===== src/rtl/spq_pkg.sv =====
package spq_pkg;

  localparam int PRIO_BITS = 16;
  localparam int DATA_BITS = 32;
  localparam int CNT_BITS  = 5;

  localparam logic [CNT_BITS-1:0] LIMIT_RESET = CNT_BITS'(16);

  typedef enum logic [1:0] {
    CMD_INSERT = 2'd0,
    CMD_POP    = 2'd1,
    CMD_PEEK   = 2'd2
  } cmd_e;

  typedef enum logic [1:0] {
    ST_IDLE,
    ST_SCAN,
    ST_PLACE,
    ST_TOP
  } state_t;

  typedef struct packed {
    cmd_e                 command;
    logic [PRIO_BITS-1:0] priority_req;
    logic [DATA_BITS-1:0] payload;
  } req_t;

  typedef struct packed {
    logic                 ok;
    logic [PRIO_BITS-1:0] out_priority;
    logic [DATA_BITS-1:0] out_payload;
    logic [CNT_BITS-1:0]  occupancy;
  } rsp_t;

  typedef struct packed {
    logic [PRIO_BITS-1:0] prio;
    logic [DATA_BITS-1:0] data;
  } entry_t;

endpackage


===== src/rtl/sorted_priority_queue.sv =====
// done is registered straight from the accepting edge for a refused op or an insert into an
// empty queue; a pop/peek passes through ST_TOP first, and an insert that moves stored
// entries walks ST_SCAN down them, then ST_PLACE if every one moves. busy stays high until then.
// No op is accepted while busy; the insert scan does one entry-memory read and write a cycle.
// Reset clears the count and sets the limit to 16; the entry memory is not cleared.
// The receiver cannot stall: each result is valid for the single cycle that done is high.
module sorted_priority_queue
  import spq_pkg::*;
#(
  parameter int DEPTH = 16
) (
  input  logic                clk,
  input  logic                rst,
  input  logic                start,
  output logic                busy,
  input  req_t                req,
  output logic                done,
  output rsp_t                rsp,
  input  logic                cfg_we,
  input  logic [CNT_BITS-1:0] cfg_wdata
);

  localparam int AW = (DEPTH > 1) ? $clog2(DEPTH) : 1;

  state_t              state, state_next;
  logic [CNT_BITS-1:0] count, count_next;
  logic [CNT_BITS-1:0] limit;
  logic [CNT_BITS-1:0] idx, idx_next;
  req_t                req_q;
  logic                done_next;
  rsp_t                rsp_next;

  entry_t              mem [DEPTH];
  entry_t              rd_data;
  logic                mem_we, mem_re;
  logic [AW-1:0]       mem_waddr, mem_raddr;
  entry_t              mem_wdata;

  logic                full, empty, accept, ins_go, top_go, shift;

  assign busy   = (state != ST_IDLE);
  assign accept = start && !busy;
  assign empty  = (count == '0);
  assign full   = (count >= limit) || (32'(count) >= DEPTH);
  assign ins_go = accept && (req.command == CMD_INSERT) && !full && !empty;
  assign top_go = accept && ((req.command == CMD_POP) || (req.command == CMD_PEEK)) && !empty;
  // stored entry with equal or greater priority moves up one slot
  assign shift  = (rd_data.prio >= req_q.priority_req);

  always_comb begin
    state_next = state;
    case (state)
      ST_IDLE: begin
        if (ins_go) begin
          state_next = ST_SCAN;
        end else if (top_go) begin
          state_next = ST_TOP;
        end
      end
      ST_SCAN: begin
        if (!shift) begin
          state_next = ST_IDLE;
        end else if (idx == '0) begin
          state_next = ST_PLACE;
        end
      end
      ST_PLACE: state_next = ST_IDLE;
      ST_TOP:   state_next = ST_IDLE;
      default:  state_next = ST_IDLE;
    endcase
  end

  always_comb begin
    mem_we    = 1'b0;
    mem_waddr = '0;
    mem_wdata = '{prio: req_q.priority_req, data: req_q.payload};
    mem_re    = 1'b0;
    mem_raddr = '0;
    count_next = count;
    idx_next   = idx;
    done_next  = 1'b0;
    rsp_next   = '0;
    rsp_next.occupancy = count;
    case (state)
      ST_IDLE: begin
        if (accept) begin
          case (req.command)
            CMD_INSERT: begin
              if (full) begin
                done_next = 1'b1;
              end else if (empty) begin
                mem_we     = 1'b1;
                mem_waddr  = '0;
                mem_wdata  = '{prio: req.priority_req, data: req.payload};
                count_next = count + 1'b1;
                done_next  = 1'b1;
                rsp_next.ok        = 1'b1;
                rsp_next.occupancy = count + 1'b1;
              end else begin
                mem_re    = 1'b1;
                mem_raddr = AW'(count - 1'b1);
                idx_next  = count - 1'b1;
              end
            end
            CMD_POP, CMD_PEEK: begin
              if (empty) begin
                done_next = 1'b1;
              end else begin
                mem_re    = 1'b1;
                mem_raddr = AW'(count - 1'b1);
              end
            end
            default: done_next = 1'b1;
          endcase
        end
      end
      ST_SCAN: begin
        mem_we    = 1'b1;
        mem_waddr = AW'(idx + 1'b1);
        if (shift) begin
          mem_wdata = rd_data;
          // reads walk down while writes land two slots above: no overlap
          if (idx != '0) begin
            mem_re    = 1'b1;
            mem_raddr = AW'(idx - 1'b1);
            idx_next  = idx - 1'b1;
          end
        end else begin
          count_next = count + 1'b1;
          done_next  = 1'b1;
          rsp_next.ok        = 1'b1;
          rsp_next.occupancy = count + 1'b1;
        end
      end
      ST_PLACE: begin
        mem_we     = 1'b1;
        mem_waddr  = '0;
        count_next = count + 1'b1;
        done_next  = 1'b1;
        rsp_next.ok        = 1'b1;
        rsp_next.occupancy = count + 1'b1;
      end
      ST_TOP: begin
        done_next = 1'b1;
        rsp_next.ok           = 1'b1;
        rsp_next.out_priority = rd_data.prio;
        rsp_next.out_payload  = rd_data.data;
        if (req_q.command == CMD_POP) begin
          count_next         = count - 1'b1;
          rsp_next.occupancy = count - 1'b1;
        end
      end
      default: ;
    endcase
  end

  always_ff @(posedge clk) begin
    if (mem_we) begin
      mem[mem_waddr] <= mem_wdata;
    end
    if (mem_re) begin
      rd_data <= mem[mem_raddr];
    end
  end

  always_ff @(posedge clk) begin
    if (rst) begin
      state <= ST_IDLE;
      count <= '0;
      limit <= LIMIT_RESET;
      done  <= 1'b0;
    end else begin
      state <= state_next;
      count <= count_next;
      done  <= done_next;
      if (cfg_we) begin
        limit <= cfg_wdata;
      end
    end
  end

  always_ff @(posedge clk) begin
    if (accept) begin
      req_q <= req;
    end
    idx <= idx_next;
    rsp <= rsp_next;
  end

`ifndef SYNTH
  a_count_bound: assert property (@(posedge clk) disable iff (rst)
    32'(count) <= DEPTH)
    else $error("entry count above depth");

  a_count_step: assert property (@(posedge clk) disable iff (rst)
    !$past(rst) |-> (count == $past(count) || count == $past(count) + 1'b1 ||
                     count == $past(count) - 1'b1))
    else $error("entry count moved by more than one");

  a_done_source: assert property (@(posedge clk) disable iff (rst)
    !$past(rst) && done |-> $past(start) || $past(busy))
    else $error("result without a command in flight");

  a_refused_zero: assert property (@(posedge clk) disable iff (rst)
    done && !rsp.ok |-> rsp.out_priority == '0 && rsp.out_payload == '0)
    else $error("refused result carries entry data");

  a_scan_index: assert property (@(posedge clk) disable iff (rst)
    state == ST_SCAN |-> idx < count)
    else $error("scan index outside stored entries");
`endif

endmodule


===== config.mk =====
export PLATFORM = sky130hd
export DESIGN_NAME = sorted_priority_queue
export DESIGN_NICKNAME = d
export VERILOG_FILES = /design/src/rtl/spq_pkg.sv /design/src/rtl/sorted_priority_queue.sv
export SDC_FILE = /design/constraint.sdc
export NUM_CORES = 1
export LEC_CHECK = 0
export ABC_CLOCK_PERIOD_IN_PS = 12500
export BUFFER_PORTS_ARGS = -buffer_cell sky130_fd_sc_hd__buf_2
export CAP_MARGIN = 0
export CORE_MARGIN = 3
export CORE_UTILIZATION = 55
export CTS_BUF_LIST = sky130_fd_sc_hd__clkbuf_8
export DETAILED_ROUTE_END_ITERATION = 8
export PLACE_DENSITY = 0.77
export SLEW_MARGIN = 20
export SYNTH_ARGS = -nofsm -noshare
export SYNTH_HDL_FRONTEND = slang
export SYNTH_SLANG_ARGS = --single-unit

===== constraint.sdc =====
create_clock -name clk -period 12.5 [get_ports clk]
set_clock_uncertainty 0.15 [all_clocks]
set_input_delay 1.25 -clock clk [delete_from_list [all_inputs] [get_ports clk]]
set_output_delay 1.25 -clock clk [all_outputs]
set_load 0.1 [all_outputs]

==> run metrics <==
status finished, final reports clean; Setup WS pre-CTS ~6.6 ns; Hold Path Sink rsp[17]$_SDFF_PN0_; #FFs+latches synth 938; critical path arrival 6.39 ns; number of DRC markers in iteration 0 between 3000 and 4000; gpl congestion approximately 0.84; largest net degree at the start of global routing between 200 and 250; IO Pins between 100 and 150; nets around 2700; ys flop type edfxtp_1; Mapped Area between 30000 and 40000 µm²; CP startpoint kind register; vias per cell around 6.5; Crit-path slowest cell a2111oi_0; worst path cell trace ha_1 -> nand2b_1 -> a2111oi_0 -> or4b_4 -> and3_1 -> buf_4 -> o21a_4 -> buf_12 -> buf_16 -> mux2i_1 -> a221oi_1 -> a32o_1; maximum buffer depth of the clock tree 3; CP Capture Type register; design area 41500 µm²; fraction of registers with async set/reset 0%; Critical R2R Launch req_q[32]$_DFFE_PP_; final worst setup slack between 6 and 7 ns; maximum capacitance violations 0; hold path cells 1; WS Path Type register to register; worst skew pair latency between 0.8 and 0.9 ns; Final setup viols 0; H-tree Lvls 4; DRT Wirelength ~96 mm; worst-margin pin slew approximately 1.3 ns; first-pass GRT wire length 142 mm; Leak between 10 and 15 nW; P&R area growth vs syn 11.4%; Starting Density 56.1%; GRT Util Overall 27.0%; worst-path maximum fanout approximately 130; post-CTS setup buffer count 0; FP Rows 94; number of flops mapped to enable cells by yosys a little under 900; Core ar. roughly 66000 µm²; fillers 4601; DR vias 23500; layout cells sized above 1 ~15%; synth warn 0; Hold Crit Class register to register; Inst Count DP 3368; Hold-fix buffers, CTS 0; overflow left after global routing 0; Worst EP required 12.91 ns; Final Instance Count excl. Fillers between 3000 and 4000; chip height 266 µm; Slew headroom about 14%; r2r worst-path depth 12; DRC violations left 0; Post-DP Area 38700 µm²; TritonRoute pass-1 iters 6; CTS tree yes; P per Cell Area ~210 nW/µm²; part of the cycle the worst path needs a little under half; Post-Syn Instances around 2500; IO Port Bufs 114; Setup TNS 0 ns; Final Max Tran Viols 0; fin crit period about 6.0 ns; total CTS buffers 146; register area share after synthesis 73.8%; worst reg2reg path endpoint rd_data[0]$_DFFE_PP_; vias in the first global route 23200; hpwl dp 46.3 mm; CTS clk-pin slew, worst paths ~0.060 ns; maximum VDD drop between 0.1 and 0.15 mV; syn avg cell area between 10 and 15 µm²; initial antenna violation count 1; f_max 167 MHz; Root Buffer clkbuf_8; RSZ-0062 raised after global routing false; overall power roughly 9 mW; Hold Violations, Final 0; Routed Antenna Nets 0; die area 70900 µm²; Die W roughly 270 µm; Hold Startpoint rd_data[12]$_DFFE_PP_; Register-to-Register Setup Slack approximately 6.5 ns; synthesized netlist net count about 2600; Post-CTS Resized 0; wire per inst approximately 26 µm; Distinct cells, synth 64; slowest cell delay on critical path a little over 0.9 ns; Num Clock Sinks between 900 and 1000
-- sequential cells by signal (all words and copies together) (netlist names) --
name / cells
count: 5
idx: 5
rsp: 54
limit: 5
mem: 768
done: 1
rd_data: 48
state: 2
req_q: 50
-- power by group --
group	internal (mW)	switching, mW	leakage (nW)
Sequential	4.16	0.0974	8.43
Clock	1.19	1.18	1.59
Combinational	0.623	1.50	4.73
-- cell families (layout without fill, tap and decap cells) --
kind of cell | count (synthesis) | after routing | synth area share, %
buf+inv | 230 | 493 | 2.74
fa+ha+maj | 34 | 34 | 1.14
mux | 198 | 198 | 5.39
other cells | 0 | 1 | 0
compound gates | 482 | 482 | 9.71
flops | 938 | 938 | 73.8
simple gates | 619 | 619 | 7.06
xor+xnor | 7 | 7 | 0.165
-- worst max-delay path: cells and delay by family, from the launching register on --
| family | cells | cell delay [ns] |
|---|---|---|
| AO/OA/AOI/OAI | 4 | 2.15 |
| buffers and inverters | 3 | 1.33 |
| AND/OR/NAND/NOR | 3 | 0.66 |
| flip-flops | 1 | 0.45 |
| adder cells (fa/ha/maj) | 1 | 0.33 |
| multiplexers | 1 | 0.30 |
-- worst max path at each step --
| stage | slack (ns) | from | end | cells past startpoint |
|---|---|---|---|---|
| 2_1_floorplan | 6.28 | start | mem[2][0]$_DFFE_PP_ | 9 |
| 3_3_place_gp | 6.74 | req_q[32]$_DFFE_PP_ | rd_data[44]$_DFFE_PP_ | 11 |
| 3_5_place_dp | 6.63 | req_q[32]$_DFFE_PP_ | rd_data[44]$_DFFE_PP_ | 11 |
| 4_1_cts | 6.65 | req_q[32]$_DFFE_PP_ | rd_data[44]$_DFFE_PP_ | 11 |
| 5_1_grt | 6.47 | req_q[32]$_DFFE_PP_ | rd_data[21]$_DFFE_PP_ | 12 |
| 6_report | 6.52 | req_q[32]$_DFFE_PP_ | rd_data[0]$_DFFE_PP_ | 12 |
-- per-layer routing --
layer  track usage, %  up-vias  share of wire [%]
met5                0        -                  0
met4             11.3        0                3.0
met3             5.83      199                 13
met2             42.5     1641                 47
met1             37.0    11700                 37
li1                 -     9976                  -
-- cells in the mapped netlist, drive strengths merged, types with 4 or more instances --
cell type / instances / share of area (%)
nand2: 438 / 4.4
nand2b: 5 / 0.084
o31ai: 4 / 0.13
buf: 87 / 1.3
a32o: 47 / 1.3
nor2: 40 / 0.42
mux2i: 178 / 4.8
edfxtp: 871 / 70
mux2: 20 / 0.60
a2111oi: 6 / 0.14
inv: 70 / 0.71
xnor2: 4 / 0.094
dfxtp: 67 / 3.6
clkbuf: 72 / 0.73
nand4: 5 / 0.084
o221ai: 13 / 0.31
o21ai: 34 / 0.49
and2: 57 / 0.96
ha: 34 / 1.1
a32oi: 94 / 2.2
a222oi: 35 / 0.94
a21oi: 165 / 2.2
a221oi: 54 / 1.3
nor3: 6 / 0.094
nand3: 54 / 0.73
-- layout by cell type, fill, tap and decap left out, types with 3 or more instances in the layout --
cell	instances
a2111oi_0	6
a21oi_1	165
a221oi_1	50
a222oi_1	35
a32o_1	47
a32oi_1	94
and2_1	57
buf_12	3
buf_2	114
buf_4	39
clkbuf_8	157
clkinv_1	23
clkinv_2	10
clkinv_8	4
clkinvlp_4	7
dfxtp_1	67
edfxtp_1	871
ha_1	32
inv_1	129
mux2_2	20
mux2i_1	178
nand2_1	437
nand2b_1	5
nand3_1	54
nand4_1	5
nor2_1	20
nor2_4	19
nor2b_1	3
nor3_1	5
o21ai_0	33
o221ai_1	7
o221ai_2	6
xnor2_1	4
xor2_1	3
-- through the flow --
step | utilization [%] | hold slack, ns
2_1_floorplan | - | 0.297
3_3_place_gp | 58.3 | 0.307
3_5_place_dp | 58.3 | 0.310
4_1_cts | 62.4 | 0.328
5_1_grt | 62.5 | 0.357
6_report | 62.5 | 0.330
-- final cells by class --
type | instances | area [µm²] | area share, %
antenna | 1 | 2.50 | 0.00603
clock buffer | 157 | 2160 | 5.20
clock inverter | 108 | 546 | 1.31
inverter | 71 | 267 | 0.642
multi-input combinational | 1340 | 9010 | 21.7
sequential | 938 | 27500 | 66.2
tap | 864 | 1080 | 2.60
timing repair buffer | 157 | 951 | 2.29
Note: power is estimated with default switching activity, not from simulation.
